[config.mk]
export PLATFORM = sky130hd
export DESIGN_NAME = pulse_shape_discriminator
export DESIGN_NICKNAME = d
export VERILOG_FILES = /design/src/sv/psd_pkg.sv /design/src/sv/pulse_shape_discriminator.sv /design/src/sv/psd_div.sv /design/src/sv/psd_ctrl.sv /design/src/sv/psd_dp.sv
export SDC_FILE = /design/constraint.sdc
export NUM_CORES = 2
export LEC_CHECK = 0
export ABC_AREA = 1
export BUFFER_PORTS_ARGS = -buffer_cell sky130_fd_sc_hd__buf_2
export CORE_ASPECT_RATIO = 1.4
export CORE_MARGIN = 2
export CORE_UTILIZATION = 60
export CTS_BUF_LIST = sky130_fd_sc_hd__clkbuf_16
export DETAILED_ROUTE_END_ITERATION = 7
export PLACE_DENSITY_LB_ADDON = 0.1
export SETUP_SLACK_MARGIN = 0.5
export SYNTH_ARGS = -nofsm -noshare
export SYNTH_HDL_FRONTEND = slang
export SYNTH_SLANG_ARGS = --single-unit
[constraint.sdc]
create_clock -name clock -period 13.9 [get_ports clock]
set_input_delay 1.39 -clock clock [delete_from_list [all_inputs] [get_ports clock]]
set_output_delay 1.39 -clock clock [all_outputs]
set_load 0.05 [all_outputs]
[src/sv/psd_pkg.sv]
// ----------------------------------------------------------------------------
// psd_pkg
// Shared types and constants of the charge-integration pulse shape
// discriminator: field widths, register indexes, status codes, controller
// states and the command and status bundles between controller and datapath.
// ----------------------------------------------------------------------------
`default_nettype none

package psd_pkg;

   // default parameter values
   localparam int SAMPLE_BITS_DEF   = 14;
   localparam int PSD_FRAC_BITS_DEF = 14;

   // stream field widths
   localparam int SAMPLE_FIELD_W = 14;
   localparam int REQ_DATA_W     = 16;
   localparam int INT_W          = 25;
   localparam int PSD_W          = 16;
   localparam int STATUS_W       = 2;
   localparam int RSP_PAD_W      = 6;
   localparam int RSP_DATA_W     = 2 * INT_W + PSD_W + RSP_PAD_W;

   // configuration port
   localparam int CSR_INDEX_W = 8;
   localparam int CSR_DATA_W  = 12;
   localparam int LEN_W       = 10;
   localparam int START_W     = 12;

   // register indexes
   localparam logic [CSR_INDEX_W-1:0] REG_BASELINE_LEN = 8'd0;
   localparam logic [CSR_INDEX_W-1:0] REG_GATE_START   = 8'd1;
   localparam logic [CSR_INDEX_W-1:0] REG_SHORT_LEN    = 8'd2;
   localparam logic [CSR_INDEX_W-1:0] REG_LONG_LEN     = 8'd3;

   // register reset values
   localparam logic [LEN_W-1:0]   BASELINE_LEN_RST = 10'd100;
   localparam logic [START_W-1:0] GATE_START_RST   = 12'd198;
   localparam logic [LEN_W-1:0]   SHORT_LEN_RST    = 10'd40;
   localparam logic [LEN_W-1:0]   LONG_LEN_RST     = 10'd150;

   // sample counter
   localparam int               IDX_W     = 13;
   localparam logic [IDX_W-1:0] INDEX_MAX = 13'd8191;

   // integral saturation limits (magnitudes)
   localparam int INT_POS_MAX = 16777215;
   localparam int INT_NEG_MAG = 16777216;

   // status codes
   localparam logic [STATUS_W-1:0] STATUS_OK    = 2'd0;
   localparam logic [STATUS_W-1:0] STATUS_ZERO  = 2'd1;
   localparam logic [STATUS_W-1:0] STATUS_SHORT = 2'd2;

   // controller states
   typedef enum logic [3:0] {
      ST_ACCUM,
      ST_CHECK,
      ST_MUL_A,
      ST_MUL_B,
      ST_NUM,
      ST_INT_DIV,
      ST_PSD_NUM,
      ST_PSD_DIV,
      ST_FINISH
   } state_type;

   // controller to datapath
   typedef struct packed {
      logic sample_accept;
      logic gate_short;
      logic mul_a;
      logic mul_b;
      logic int_start;
      logic int_store;
      logic psd_start;
      logic psd_store;
      logic out_load;
   } cmd_type;

   // datapath to controller
   typedef struct packed {
      logic too_short;
      logic li_zero;
      logic div_done;
   } stat_type;

endpackage

`default_nettype wire

[src/sv/pulse_shape_discriminator.sv]
// The divider is DIV_W = max(SAMPLE_BITS + 20, PSD_FRAC_BITS + 26) bits wide,
// 40 bits at the defaults. Throughput: one sample per cycle within a waveform;
// after the last sample the input is closed while the shared one-bit-per-cycle
// divider runs up to three times, twice when the long integral is zero.
// A too-short waveform skips the arithmetic; CHECK and FINISH keep the input closed.
// Reset: synchronous, active high; registers take their defaults, counters clear.
// ----------------------------------------------------------------------------
// pulse_shape_discriminator
// Charge-integration pulse shape discriminator: baseline, short and long gate
// integrals and the (long - short) / long shape ratio per waveform.
// ----------------------------------------------------------------------------
`default_nettype none

module pulse_shape_discriminator #(
   parameter int SAMPLE_BITS   = psd_pkg::SAMPLE_BITS_DEF,
   parameter int PSD_FRAC_BITS = psd_pkg::PSD_FRAC_BITS_DEF
) (
   input  wire logic                            clock,
   input  wire logic                            reset,
   // sample stream
   input  wire logic                            req_tvalid,
   output logic                                 req_tready,
   input  wire logic [psd_pkg::REQ_DATA_W-1:0]  req_tdata,  // [13:0] sample
   input  wire logic                            req_tlast,
   // result stream
   output logic                                 rsp_tvalid,
   input  wire logic                            rsp_tready,
   output logic      [psd_pkg::RSP_DATA_W-1:0]  rsp_tdata,  // long_integral, short_integral, psd
   output logic      [psd_pkg::STATUS_W-1:0]    rsp_tuser,  // status
   // configuration writes
   input  wire logic                            csr_valid,
   output logic                                 csr_ready,
   input  wire logic [psd_pkg::CSR_INDEX_W-1:0] csr_index,
   input  wire logic [psd_pkg::CSR_DATA_W-1:0]  csr_data
);

   psd_pkg::cmd_type  cmd;
   psd_pkg::stat_type stat;

   // registers take writes in any cycle
   assign csr_ready = 1'b1;

   // controller
   psd_ctrl u_ctrl (
      .clock      (clock),
      .reset      (reset),
      .req_tvalid (req_tvalid),
      .req_tlast  (req_tlast),
      .req_tready (req_tready),
      .rsp_tready (rsp_tready),
      .rsp_tvalid (rsp_tvalid),
      .stat       (stat),
      .cmd        (cmd)
   );

   // datapath
   psd_dp #(
      .SAMPLE_BITS   (SAMPLE_BITS),
      .PSD_FRAC_BITS (PSD_FRAC_BITS)
   ) u_dp (
      .clock     (clock),
      .reset     (reset),
      .req_tdata (req_tdata),
      .req_tlast (req_tlast),
      .csr_valid (csr_valid),
      .csr_index (csr_index),
      .csr_data  (csr_data),
      .cmd       (cmd),
      .stat      (stat),
      .rsp_tdata (rsp_tdata),
      .rsp_tuser (rsp_tuser)
   );

endmodule

`default_nettype wire

[src/sv/psd_div.sv]
// ----------------------------------------------------------------------------
// psd_div
// Unsigned restoring divider, one quotient bit per cycle. A start pulse loads
// the operands; done pulses for one cycle when the quotient is ready.
// ----------------------------------------------------------------------------
`default_nettype none

module psd_div #(
   parameter int DIV_W = 40,
   parameter int DEN_W = 25
) (
   input  wire logic             clock,
   input  wire logic             reset,
   input  wire logic             start,
   input  wire logic [DIV_W-1:0] dividend,
   input  wire logic [DEN_W-1:0] divisor,
   output logic                  done,
   output logic      [DIV_W-1:0] quotient
);

   localparam int CNT_W = $clog2(DIV_W + 1);

   logic [DIV_W-1:0] quo_ff, quo_in;
   logic [DEN_W-1:0] rem_ff, rem_in;
   logic [DEN_W-1:0] den_ff, den_in;
   logic [CNT_W-1:0] cnt_ff, cnt_in;
   logic             busy_ff, busy_in;
   logic             done_ff, done_in;

   logic [DEN_W:0]   trial;
   logic [DEN_W:0]   trial_diff;
   logic             fits;

   // one restoring step: shift in the next dividend bit and try the divisor
   always_comb begin
      trial      = {rem_ff, quo_ff[DIV_W-1]};
      trial_diff = trial - {1'b0, den_ff};
      fits       = trial >= {1'b0, den_ff};
   end

   // next values
   always_comb begin
      quo_in  = quo_ff;
      rem_in  = rem_ff;
      den_in  = den_ff;
      cnt_in  = cnt_ff;
      busy_in = busy_ff;
      done_in = 1'b0;
      if (start) begin
         quo_in  = dividend;
         rem_in  = '0;
         den_in  = divisor;
         cnt_in  = CNT_W'(DIV_W);
         busy_in = 1'b1;
      end else if (busy_ff) begin
         quo_in = {quo_ff[DIV_W-2:0], fits};
         rem_in = fits ? trial_diff[DEN_W-1:0] : trial[DEN_W-1:0];
         cnt_in = cnt_ff - 1'b1;
         if (cnt_ff == CNT_W'(1)) begin
            busy_in = 1'b0;
            done_in = 1'b1;
         end
      end
   end

   // control registers
   always_ff @(posedge clock) begin
      if (reset) begin
         cnt_ff  <= '0;
         busy_ff <= 1'b0;
         done_ff <= 1'b0;
      end else begin
         cnt_ff  <= cnt_in;
         busy_ff <= busy_in;
         done_ff <= done_in;
      end
   end

   // operand and partial result registers
   always_ff @(posedge clock) begin
      quo_ff <= quo_in;
      rem_ff <= rem_in;
      den_ff <= den_in;
   end

   assign done     = done_ff;
   assign quotient = quo_ff;

endmodule

`default_nettype wire

[src/sv/psd_ctrl.sv]
// ----------------------------------------------------------------------------
// psd_ctrl
// Controller of the discriminator: accumulates samples until the last one,
// then sequences the two integrals, the shape ratio and the result hand-off.
// ----------------------------------------------------------------------------
`default_nettype none

module psd_ctrl (
   input  wire logic             clock,
   input  wire logic             reset,
   input  wire logic             req_tvalid,
   input  wire logic             req_tlast,
   output logic                  req_tready,
   input  wire logic             rsp_tready,
   output logic                  rsp_tvalid,
   input  wire psd_pkg::stat_type stat,
   output psd_pkg::cmd_type      cmd
);

   psd_pkg::state_type state_ff, state_in;
   logic               pass_ff, pass_in;
   logic               rsp_valid_ff, rsp_valid_in;
   logic               out_free;

   assign out_free = !rsp_valid_ff || rsp_tready;

   // next state
   always_comb begin
      state_in = state_ff;
      pass_in  = pass_ff;
      case (state_ff)
         psd_pkg::ST_ACCUM: begin
            if (req_tvalid && req_tlast) state_in = psd_pkg::ST_CHECK;
         end
         psd_pkg::ST_CHECK: begin
            pass_in  = 1'b0;
            state_in = stat.too_short ? psd_pkg::ST_FINISH : psd_pkg::ST_MUL_A;
         end
         psd_pkg::ST_MUL_A:   state_in = psd_pkg::ST_MUL_B;
         psd_pkg::ST_MUL_B:   state_in = psd_pkg::ST_NUM;
         psd_pkg::ST_NUM:     state_in = psd_pkg::ST_INT_DIV;
         psd_pkg::ST_INT_DIV: begin
            if (stat.div_done) begin
               pass_in  = 1'b1;
               state_in = pass_ff ? psd_pkg::ST_PSD_NUM : psd_pkg::ST_MUL_A;
            end
         end
         psd_pkg::ST_PSD_NUM: begin
            state_in = stat.li_zero ? psd_pkg::ST_FINISH : psd_pkg::ST_PSD_DIV;
         end
         psd_pkg::ST_PSD_DIV: begin
            if (stat.div_done) state_in = psd_pkg::ST_FINISH;
         end
         psd_pkg::ST_FINISH: begin
            if (out_free) state_in = psd_pkg::ST_ACCUM;
         end
         default: state_in = psd_pkg::ST_ACCUM;
      endcase
   end

   // outputs
   always_comb begin
      cmd            = '0;
      req_tready     = 1'b0;
      cmd.gate_short = pass_ff;
      case (state_ff)
         psd_pkg::ST_ACCUM: begin
            req_tready        = 1'b1;
            cmd.sample_accept = req_tvalid;
         end
         psd_pkg::ST_MUL_A:   cmd.mul_a     = 1'b1;
         psd_pkg::ST_MUL_B:   cmd.mul_b     = 1'b1;
         psd_pkg::ST_NUM:     cmd.int_start = 1'b1;
         psd_pkg::ST_INT_DIV: cmd.int_store = stat.div_done;
         psd_pkg::ST_PSD_NUM: cmd.psd_start = !stat.li_zero;
         psd_pkg::ST_PSD_DIV: cmd.psd_store = stat.div_done;
         psd_pkg::ST_FINISH:  cmd.out_load  = out_free;
         default:             cmd           = '0;
      endcase
   end

   // result valid flag
   always_comb begin
      rsp_valid_in = rsp_valid_ff;
      if (cmd.out_load)    rsp_valid_in = 1'b1;
      else if (rsp_tready) rsp_valid_in = 1'b0;
   end

   always_ff @(posedge clock) begin
      if (reset) begin
         state_ff     <= psd_pkg::ST_ACCUM;
         pass_ff      <= 1'b0;
         rsp_valid_ff <= 1'b0;
      end else begin
         state_ff     <= state_in;
         pass_ff      <= pass_in;
         rsp_valid_ff <= rsp_valid_in;
      end
   end

   assign rsp_tvalid = rsp_valid_ff;

`ifndef SYNTH
   // a new result never overwrites one that is still waiting
   a_load_free: assert property (@(posedge clock) disable iff (reset)
      cmd.out_load |-> (!rsp_valid_ff || rsp_tready))
      else $error("result loaded over a pending result");

   // the last sample closes the input until the result is formed
   a_last_stall: assert property (@(posedge clock) disable iff (reset)
      (req_tvalid && req_tready && req_tlast) |=> !req_tready)
      else $error("input still open after last sample");

   // divider finishes only while a division is awaited
   a_div_state: assert property (@(posedge clock) disable iff (reset)
      stat.div_done |-> (state_ff == psd_pkg::ST_INT_DIV ||
                         state_ff == psd_pkg::ST_PSD_DIV))
      else $error("divider done outside a division state");

   // the ratio is never started on a zero long integral
   a_psd_nonzero: assert property (@(posedge clock) disable iff (reset)
      cmd.psd_start |-> !stat.li_zero)
      else $error("ratio started with zero denominator");
`endif

endmodule

`default_nettype wire

[src/sv/psd_dp.sv]
// ----------------------------------------------------------------------------
// psd_dp
// Datapath of the discriminator: configuration registers, window flags and
// sample accumulators, a shared multiplier, the shared divider, saturation
// and the result register.
// ----------------------------------------------------------------------------
`default_nettype none

module psd_dp #(
   parameter int SAMPLE_BITS   = psd_pkg::SAMPLE_BITS_DEF,
   parameter int PSD_FRAC_BITS = psd_pkg::PSD_FRAC_BITS_DEF
) (
   input  wire logic                              clock,
   input  wire logic                              reset,
   input  wire logic [psd_pkg::REQ_DATA_W-1:0]    req_tdata,
   input  wire logic                              req_tlast,
   input  wire logic                              csr_valid,
   input  wire logic [psd_pkg::CSR_INDEX_W-1:0]   csr_index,
   input  wire logic [psd_pkg::CSR_DATA_W-1:0]    csr_data,
   input  wire psd_pkg::cmd_type                  cmd,
   output psd_pkg::stat_type                      stat,
   output logic      [psd_pkg::RSP_DATA_W-1:0]    rsp_tdata,
   output logic      [psd_pkg::STATUS_W-1:0]      rsp_tuser
);

   localparam int LEN_W     = psd_pkg::LEN_W;
   localparam int START_W   = psd_pkg::START_W;
   localparam int IDX_W     = psd_pkg::IDX_W;
   localparam int INT_W     = psd_pkg::INT_W;
   localparam int PSD_W     = psd_pkg::PSD_W;
   localparam int ACC_W     = SAMPLE_BITS + LEN_W;
   localparam int PROD_W    = ACC_W + LEN_W;
   localparam int DIFF_W    = INT_W + 1;
   localparam int PSD_NUM_W = DIFF_W + PSD_FRAC_BITS;
   localparam int DIV_W     = (PROD_W > PSD_NUM_W) ? PROD_W : PSD_NUM_W;
   localparam int DEN_W     = INT_W;
   localparam int PSD_HI    = ((1 << (PSD_FRAC_BITS + 1)) - 1 < 32767) ?
                              (1 << (PSD_FRAC_BITS + 1)) - 1 : 32767;
   localparam int PSD_LO_MAG = ((1 << (PSD_FRAC_BITS + 1)) < 32768) ?
                               (1 << (PSD_FRAC_BITS + 1)) : 32768;

   // configuration registers
   logic [LEN_W-1:0]   blen_ff;
   logic [START_W-1:0] gstart_ff;
   logic [LEN_W-1:0]   slen_ff;
   logic [LEN_W-1:0]   llen_ff;

   always_ff @(posedge clock) begin
      if (reset) begin
         blen_ff   <= psd_pkg::BASELINE_LEN_RST;
         gstart_ff <= psd_pkg::GATE_START_RST;
         slen_ff   <= psd_pkg::SHORT_LEN_RST;
         llen_ff   <= psd_pkg::LONG_LEN_RST;
      end else if (csr_valid) begin
         case (csr_index)
            psd_pkg::REG_BASELINE_LEN: blen_ff   <= csr_data[LEN_W-1:0];
            psd_pkg::REG_GATE_START:   gstart_ff <= csr_data[START_W-1:0];
            psd_pkg::REG_SHORT_LEN:    slen_ff   <= csr_data[LEN_W-1:0];
            psd_pkg::REG_LONG_LEN:     llen_ff   <= csr_data[LEN_W-1:0];
            default: ;
         endcase
      end
   end

   // window flags for the current sample
   logic [SAMPLE_BITS-1:0] sample;
   logic [IDX_W-1:0]       idx_ff, idx_in;
   logic [IDX_W:0]         gate_open;
   logic [IDX_W:0]         short_end;
   logic [IDX_W:0]         long_end;
   logic [LEN_W-1:0]       gate_max;
   logic [IDX_W:0]         need;
   logic [IDX_W:0]         need_gate;
   logic                   in_base, in_short, in_long;

   always_comb begin
      sample    = SAMPLE_BITS'(req_tdata[psd_pkg::SAMPLE_FIELD_W-1:0]);
      gate_open = (IDX_W + 1)'(gstart_ff);
      short_end = gate_open + (IDX_W + 1)'(slen_ff);
      long_end  = gate_open + (IDX_W + 1)'(llen_ff);
      in_base   = idx_ff < IDX_W'(blen_ff);
      in_short  = ((IDX_W + 1)'(idx_ff) >= gate_open) && ((IDX_W + 1)'(idx_ff) < short_end);
      in_long   = ((IDX_W + 1)'(idx_ff) >= gate_open) && ((IDX_W + 1)'(idx_ff) < long_end);
      gate_max  = (slen_ff > llen_ff) ? slen_ff : llen_ff;
      need_gate = gate_open + (IDX_W + 1)'(gate_max);
      need      = ((IDX_W + 1)'(blen_ff) > need_gate) ? (IDX_W + 1)'(blen_ff) : need_gate;
      idx_in    = (idx_ff == psd_pkg::INDEX_MAX) ? idx_ff : idx_ff + 1'b1;
   end

   // sample counter, accumulators and short-waveform flag
   logic [ACC_W-1:0] bacc_ff, sacc_ff, lacc_ff;
   logic             too_short_ff;

   always_ff @(posedge clock) begin
      if (reset || cmd.out_load) begin
         idx_ff  <= '0;
         bacc_ff <= '0;
         sacc_ff <= '0;
         lacc_ff <= '0;
      end else if (cmd.sample_accept) begin
         idx_ff <= idx_in;
         if (in_base)  bacc_ff <= bacc_ff + ACC_W'(sample);
         if (in_short) sacc_ff <= sacc_ff + ACC_W'(sample);
         if (in_long)  lacc_ff <= lacc_ff + ACC_W'(sample);
      end
   end

   always_ff @(posedge clock) begin
      if (reset) begin
         too_short_ff <= 1'b0;
      end else if (cmd.sample_accept && req_tlast) begin
         too_short_ff <= (IDX_W + 1)'(idx_in) < need;
      end
   end

   // shared multiplier: gate length times baseline sum, then baseline
   // length times gate sum
   logic [LEN_W-1:0]  gate_len;
   logic [ACC_W-1:0]  gate_sum;
   logic [LEN_W-1:0]  mul_len;
   logic [ACC_W-1:0]  mul_val;
   logic [PROD_W-1:0] product;
   logic [PROD_W-1:0] prod_a_ff, prod_b_ff;

   always_comb begin
      gate_len = cmd.gate_short ? slen_ff : llen_ff;
      gate_sum = cmd.gate_short ? sacc_ff : lacc_ff;
      mul_len  = cmd.mul_a ? gate_len : blen_ff;
      mul_val  = cmd.mul_a ? bacc_ff : gate_sum;
      product  = PROD_W'(mul_len) * PROD_W'(mul_val);
   end

   always_ff @(posedge clock) begin
      if (cmd.mul_a) prod_a_ff <= product;
      if (cmd.mul_b) prod_b_ff <= product;
   end

   // integral numerator as sign and magnitude
   logic              a_ge_b;
   logic [PROD_W-1:0] num_mag;

   always_comb begin
      a_ge_b  = prod_a_ff >= prod_b_ff;
      num_mag = a_ge_b ? prod_a_ff - prod_b_ff : prod_b_ff - prod_a_ff;
   end

   // ratio numerator and denominator as sign and magnitude
   logic signed [INT_W-1:0]  li_ff, si_ff;
   logic signed [DIFF_W-1:0] diff;
   logic [DIFF_W-1:0]        diff_mag;
   logic [DEN_W-1:0]         li_mag;
   logic [PSD_NUM_W-1:0]     psd_num;

   always_comb begin
      diff     = DIFF_W'(li_ff) - DIFF_W'(si_ff);
      diff_mag = diff[DIFF_W-1] ? DIFF_W'(-diff) : DIFF_W'(diff);
      li_mag   = li_ff[INT_W-1] ? DEN_W'(-li_ff) : DEN_W'(li_ff);
      psd_num  = {diff_mag, {PSD_FRAC_BITS{1'b0}}};
   end

   // shared divider
   logic             div_start;
   logic [DIV_W-1:0] div_dividend;
   logic [DEN_W-1:0] div_divisor;
   logic             div_done;
   logic [DIV_W-1:0] div_quotient;
   logic             neg_ff;

   always_comb begin
      div_start    = cmd.int_start || cmd.psd_start;
      div_dividend = cmd.psd_start ? DIV_W'(psd_num) : DIV_W'(num_mag);
      div_divisor  = cmd.psd_start ? li_mag : DEN_W'(blen_ff);
   end

   always_ff @(posedge clock) begin
      if (cmd.int_start)      neg_ff <= !a_ge_b;
      else if (cmd.psd_start) neg_ff <= diff[DIFF_W-1] ^ li_ff[INT_W-1];
   end

   psd_div #(
      .DIV_W (DIV_W),
      .DEN_W (DEN_W)
   ) u_div (
      .clock    (clock),
      .reset    (reset),
      .start    (div_start),
      .dividend (div_dividend),
      .divisor  (div_divisor),
      .done     (div_done),
      .quotient (div_quotient)
   );

   // integral: signed quotient saturated to the result range; with no
   // baseline samples the integral is minus the gate sum
   logic [DIV_W-1:0]        int_mag;
   logic                    int_neg;
   logic signed [INT_W-1:0] int_val;

   always_comb begin
      int_mag = (blen_ff == '0) ? DIV_W'(gate_sum) : div_quotient;
      int_neg = (blen_ff == '0) ? 1'b1 : neg_ff;
      if (int_neg) begin
         if (int_mag > DIV_W'(psd_pkg::INT_NEG_MAG)) int_val = INT_W'(-psd_pkg::INT_NEG_MAG);
         else                                        int_val = -INT_W'(int_mag);
      end else begin
         if (int_mag > DIV_W'(psd_pkg::INT_POS_MAX)) int_val = INT_W'(psd_pkg::INT_POS_MAX);
         else                                        int_val = INT_W'(int_mag);
      end
   end

   always_ff @(posedge clock) begin
      if (cmd.int_store) begin
         if (cmd.gate_short) si_ff <= int_val;
         else                li_ff <= int_val;
      end
   end

   // shape ratio saturated to the fixed-point range
   logic signed [PSD_W-1:0] psd_val;
   logic signed [PSD_W-1:0] psd_ff;

   always_comb begin
      if (neg_ff) begin
         if (div_quotient > DIV_W'(PSD_LO_MAG)) psd_val = -PSD_W'(PSD_LO_MAG);
         else                                   psd_val = -PSD_W'(div_quotient);
      end else begin
         if (div_quotient > DIV_W'(PSD_HI)) psd_val = PSD_W'(PSD_HI);
         else                               psd_val = PSD_W'(div_quotient);
      end
   end

   always_ff @(posedge clock) begin
      if (cmd.psd_store) psd_ff <= psd_val;
   end

   // result register
   logic [INT_W-1:0]             out_li_ff, out_si_ff;
   logic [PSD_W-1:0]             out_psd_ff;
   logic [psd_pkg::STATUS_W-1:0] out_status_ff;
   logic                         li_zero;

   assign li_zero = li_ff == '0;

   always_ff @(posedge clock) begin
      if (cmd.out_load) begin
         if (too_short_ff) begin
            out_li_ff     <= '0;
            out_si_ff     <= '0;
            out_psd_ff    <= '0;
            out_status_ff <= psd_pkg::STATUS_SHORT;
         end else if (li_zero) begin
            out_li_ff     <= li_ff;
            out_si_ff     <= si_ff;
            out_psd_ff    <= '0;
            out_status_ff <= psd_pkg::STATUS_ZERO;
         end else begin
            out_li_ff     <= li_ff;
            out_si_ff     <= si_ff;
            out_psd_ff    <= psd_ff;
            out_status_ff <= psd_pkg::STATUS_OK;
         end
      end
   end

   assign rsp_tdata = {{psd_pkg::RSP_PAD_W{1'b0}}, out_psd_ff, out_si_ff, out_li_ff};
   assign rsp_tuser = out_status_ff;

   // status to the controller
   assign stat.too_short = too_short_ff;
   assign stat.li_zero   = li_zero;
   assign stat.div_done  = div_done;

endmodule

`default_nettype wire

; ---- Word-level counts from Yosys, hierarchy flattened
; Index checks and enable logic that the tools add are counted.
[classes]
bitwise_logic = 3
eq_ne = 17
add_sub_neg = 16
reduce_logical = 34
mux = 54
multipliers = 1
order_cmp = 13
[ops]
columns = operator, count
row1 = 40-bit two-way mux, 4
row2 = 25-bit two-way mux, 4
row3 = 24-bit by 14-bit adder with 24-bit output, 3
row4 = 24-bit two-way mux, 3
row5 = 34-bit subtractor, 2
row6 = 25-bit negator, 2
row7 = 16-bit two-way mux, 3
row8 = 13-bit by 14-bit less-than comparator with 1-bit output, 3
row9 = 40-bit by 15-bit > comparator with 1-bit output (second input constant), 1
row10 = 40-bit by 16-bit > comparator with 1-bit output (second input constant), 1
row11 = 40-bit by 24-bit > comparator with 1-bit output (second input constant), 1
row12 = 40-bit by 25-bit > comparator with 1-bit output (second input constant), 1
row13 = 10-bit two-way mux, 4
row14 = 12-bit by 10-bit adder with 13-bit output, 3
row15 = 4-bit case mux with 9 select lines, 1
row16 = 34-bit greater-or-equal comparator, 1
row17 = 10-bit by 24-bit multiplier with 34-bit output, 1
row18 = 34-bit two-way mux, 1
row19 = 26-bit by 25-bit greater-or-equal comparator with 1-bit output, 1
row20 = 26-bit two-way mux, 1
row21 = 26-bit negator, 1
row22 = 25-bit by 25-bit subtractor with 26-bit output, 1
row23 = 25-bit logical NOT, 1
row24 = 25-bit subtractor, 1
row25 = 37 further kinds, 93
[word_totals]
regBits = 435
input_bits = 42
elab_cells = 169
output_inout_bits = 77

; ---- Depth between registers and ports, before layout
[depth]
ltp_word = 8
depth_mapped = 38

; ---- Modules after synthesis
; A second synthesis with hierarchy kept.
[hier_totals]
hier_cells = 5837
hier_area_um2 = 41451.0
[by_module_without_submodules]
columns = mod, instances, area_per_inst_um2, cells_per_inst, seq_area_each_um2
row1 = psd_dp, 1, 34882.2, 4887, 8658.3
row2 = psd_div, 1, 6059.6, 860, 2612.5
row3 = psd_ctrl, 1, 498.0, 88, 120.1
row4 = pulse_shape_discriminator, 1, 11.3, 2, 0.0

; ---- Least setup slack after synthesis
; OpenSTA, ideal clock, no wires.
[synth_path]
path_type = register -> register
from = reg u_ctrl.state_ff[3]
to = reg u_dp.prod_a_ff[28], data pin
arrival_ns = 7.192
stages_incl_launch_ff = 34
path_slack_ns = 6.444
cell_sequence = dfxtp_1 > nor2_1 > nand2_1 > nor2_1 > clkbuf_1 > o21ai_0 > inv_1 > clkbuf_1 > nand2_1 > fa_1 > inv_1 > fa_1 > inv_1 > fa_1 > inv_1 > fa_1 > inv_1 > fa_1 > inv_1 > ha_1 > nand2_1 > nor2_1 > nor2_1 > nand2_1 > nand2_1 > nand2_1 > a21o_1 > nand2_1 > nand2_1 > a21boi_0 > o21ai_0 > nand2_1 > nand2_1 > xor2_1
[synth_between]
elab_chain_cells = 6
[synth_rtl]
columns = item, line_no
row1 = from (decl), psd_ctrl.sv:20  ; psd_pkg::state_type state_ff, state_in;
row2 = from (signal assigned), psd_ctrl.sv:91  ; state_ff <= psd_pkg::ST_ACCUM;
row3 = from (signal assigned), psd_ctrl.sv:95  ; state_ff <= state_in;
row4 = "4-bit by 2-bit equality test with 1-bit output, or another cell as far along", psd_ctrl.sv:66  ; case (state_ff)
row5 = 8-bit OR reduction (no line), --
row6 = 1-bit two-way mux, psd_ctrl.sv:66
row7 = 10-bit two-way mux / 24-bit two-way mux (equally long branches), "psd_dp.sv:126, psd_dp.sv:127"
row8 = 10-bit two-way mux / 24-bit two-way mux (equally long branches), "psd_dp.sv:128, psd_dp.sv:129"
row9 = 10-bit by 24-bit multiplier with 34-bit output (*), psd_dp.sv:130  ; product = PROD_W'(mul_len) * PROD_W'(mul_val);
row10 = named net u_dp.product[28], psd_dp.sv:122  ; logic [PROD_W-1:0] product;
row11 = to (signal assigned), psd_dp.sv:134  ; if (cmd.mul_a) prod_a_ff <= product;
row12 = to (decl), psd_dp.sv:123  ; logic [PROD_W-1:0] prod_a_ff, prod_b_ff;
; The timed path passes the listed nets; every way through them passes the cells marked *.
; A chain may end at the register's enable or synchronous reset.

; ---- Worst setup path in the final report
; Same ends and word-level chain as after synthesis.

==> flow_metrics.env <==
export IMPL_h_tree_depth=2
export IMPL_start_kind="register"
export IMPL_synth_area_leaders="edfxtp_1 20%, ha_1 11%, nand2_1 10%"
export IMPL_yosys_area_share_xor_xnor_pct=4.72
export IMPL_dr_total_vias=36000
export IMPL_worstPathArrival_ps=8550
export IMPL_dr_pass1_iters=7
export IMPL_synth_edff_count=268
export IMPL_setup_worst_path_class="reg -> reg"
export IMPL_holdWs_ps=475
export IMPL_grt_pass1_vias=35300
export IMPL_drc=0
export IMPL_status="finished, final reports clean"
export IMPL_area_delta_synth_final_pct=7.28
export IMPL_fp_row_count=111
export IMPL_die_h_um=308
export IMPL_multi_input_area_um2=24400
export IMPL_finalWeightedCongestion=1.00
export IMPL_cp_slowest_cell="o21ai_0"
export IMPL_cpPeakStageDelay_ps=870
export IMPL_crit_family="adder cells"
export IMPL_crit_fanout=56
export IMPL_grt_first_pass_wirelength_um=186000
export IMPL_grt_max_degree=71
export IMPL_die_area_um2=68000
export IMPL_fin_nets=5919
export IMPL_die_x_um=221
export IMPL_synthDistinctLibCells=60
export IMPL_tightest_slew_ps=1110
export IMPL_cts_tree="yes"
export IMPL_fin_crit_sh_pct=59.0
export IMPL_dp_slack_ps=5790
export IMPL_drt_iter0_markers=2837
export IMPL_min_path_type="reg -> reg"
export IMPL_coreArea_um2=65300
export IMPL_power_w=0.00353
export IMPL_port_buffer_count=109
export IMPL_power_density_nw_per_um2=83.3
export IMPL_synth_compound_area_share_pct=15.5
export IMPL_p_leak_nw=20.1
export IMPL_relSlewSlack_pct=25.8
export IMPL_rsz0062_at_grt="no"
export IMPL_globalRouteTotalUtil_pct=34.8
export IMPL_boundaryPins=119
export IMPL_finalMaxSlewViolations=0
export IMPL_syn_inst=5291
export IMPL_post_synth_top_count_cell="nand2_1"
export IMPL_root_buffer="clkbuf_16"
export IMPL_netlist_area_um2=39500
export IMPL_ys_seq_area_share_pct=28.8
export IMPL_yosys_area_top_type_share_pct=20.4
export IMPL_post_drt_wl_per_cell_um=19.1
export IMPL_yosysTopAreaCell="edfxtp_1"
export IMPL_yosys_warnings=0
export IMPL_worst_path_buf_inv=6
export IMPL_ant_nets=0
export IMPL_max_cap_violations=0
export IMPL_clk_pin_slew_worst_paths_ps=70
export IMPL_yosys_area_share_simple_pct=21.1
export IMPL_routed_wl_um=119000
export IMPL_ys_flop_type="edfxtp_1"
export IMPL_hold_viol=0
export IMPL_ff_latch_area_um2=11400
export IMPL_ctsHoldBuffers=0
export IMPL_cts_buffer_depth=3
export IMPL_synth_seq_cells=435
export IMPL_ctsResizeCount=0
export IMPL_synthMuxAreaShare_pct=0
export IMPL_worst_setup_path_end_kind="register"
export IMPL_placed_area_um2=40800
export IMPL_hpwlAfterDp_um=94900
export IMPL_overflow=0
export IMPL_vdd_ir_drop_worst_uv=113
export IMPL_cts_sinks=435
export IMPL_synth_area_per_cell_um2=7.47
export IMPL_critical_path_required_ps=14240
export IMPL_floorplan_initialDensity_pct=60.5
export IMPL_skew_ps=17.4
export IMPL_nFillCells=5886
export IMPL_cts_made_buffers=47
export IMPL_clk_insertion_delay_late_ps=610
export IMPL_synth_adder_area_share_pct=20.2
export IMPL_period_minus_slack_ps=8210
export IMPL_async_flop_share_pct=0
export IMPL_drt_vias_per_instance=5.78
export IMPL_final_area_um2=42400
export IMPL_fmax_mhz=122
export IMPL_setup_slack_ps=5690
export IMPL_synth_top_family_by_area="simple AND/OR/NAND/NOR gates"
export IMPL_fin_tns_setup_ps=0
export IMPL_setup_violations=0
export IMPL_synth_common_cells="1090 x nand2_1, 832 x inv_1, 544 x nor2_1, 408 x a21oi_1, 382 x o21ai_0"
export IMPL_layout_drive_gt1_share_pct=5.49
export IMPL_cts_setup_buffers=0
export IMPL_grt_antenna_before_repair=5
## metal layers
metal	track usage (%)	up-vias	share of wire (%)
met3	4.67	472	5.6
met2	63.0	1288	50
met4	23.1	8	7.6
li1	-	17400	-
met5	0	-	0.050
met1	37.9	16800	37
## placed cells by master, fill, tap and decap left out, types with 60 or more instances in the layout
| cell type | synthesis | final |
|---|---|---|
| xnor2_1 | 60 | 60 |
| edfxtp_1 | 268 | 268 |
| nand2_1 | 1090 | 1090 |
| nor3_1 | 62 | 61 |
| a21oi_1 | 408 | 408 |
| o21ai_0 | 382 | 379 |
| buf_2 | 31 | 109 |
| dfxtp_1 | 167 | 166 |
| inv_1 | 832 | 840 |
| ha_1 | 343 | 343 |
| xor2_1 | 153 | 153 |
| o21ai_1 | 79 | 78 |
| nand3_1 | 183 | 183 |
| fa_1 | 184 | 184 |
| nor2_1 | 544 | 540 |
## cells by family after synthesis
logic type | after synthesis
other | 2
and+or+nand+nor | 2021
xor gates and xnor gates | 213
adders and majority gates | 527
buffers and inverters | 989
AOI/OAI and AO/OA | 1104
DFF | 435
## sequential cells by signal, summed over array words and instances (netlist names), 4 cells and up
register and flops:
u_dp.llen_ff 10, u_dp.si_ff 25, u_dp.u_div.quotient 40, u_dp.psd_ff 16, u_dp.out_psd_ff 16, u_dp.out_li_ff 25
u_dp.sacc_ff 24, u_dp.idx_ff 13, u_dp.lacc_ff 24, u_dp.u_div.den_ff 25, u_dp.bacc_ff 24, u_dp.out_si_ff 25
u_dp.gstart_ff 12, u_dp.li_ff 25, u_dp.u_div.rem_ff 25, u_dp.prod_b_ff 34, u_dp.blen_ff 10, u_ctrl.state_ff 4
u_dp.u_div.cnt_ff 6, u_dp.slen_ff 10, u_dp.prod_a_ff 34
## through the flow
stage               utilization [%]  std cells
floorplan                         -       5296
global placement               62.5       6148
detailed placement             62.5       6148
CTS                            64.9       6234
global route                   64.9       6234
finish                         64.9       6235
## area by class of cell
| cell class | instances | share of cell area [%] |
|---|---|---|
| clock inverter | 39 | 0.921 |
| tap | 847 | 2.50 |
| sequential | 435 | 26.9 |
| timing repair buffer | 146 | 1.94 |
| clock buffer | 47 | 2.77 |
| multi-input combinational | 3872 | 57.5 |
| inverter | 848 | 7.51 |
| antenna | 1 | 0.00590 |
## worst reg2reg max path: stages, from the launching register on
cell      delay (ps)
dfxtp_1          370
nor2_1           170
nand2_1          120
nor2_4            90
buf_4            590
inv_1            100
buf_4            270
o21ai_0          900
inv_1            330
nor2_1           230
fa_1             460
fa_1             510
fa_1             530
fa_1             540
inv_1             50
fa_1             520
inv_1             40
ha_1             370
a21oi_1          340
o21ai_0          140
a21o_1           260
nand2_1           90
nand2_1           90
a21boi_0         320
o21ai_0          210
nand2_1           90
nand2_1           60
xor2_1           160
## power by group
part / switching, W / internal (W)
clock: 0.000551 / 0.000749
combinational: 0.000506 / 0.000266
sequential: 0.0000414 / 0.00142
total: 0.00110 / 0.00243
## path summary, 6_finish.rpt
path	startpoint	to	slack (ps)	depth (start not counted)
setup reg to reg	u_ctrl.state_ff[3]	u_dp.prod_a_ff[28]	5690	27
hold / removal	u_dp.sacc_ff[9]	u_dp.sacc_ff[9]	470	2
setup / recovery	u_ctrl.state_ff[3]	u_dp.prod_a_ff[28]	5690	27
hold reg to reg	u_dp.sacc_ff[9]	u_dp.sacc_ff[9]	470	2
No activity file was read; power rests on OpenSTA's default activity.
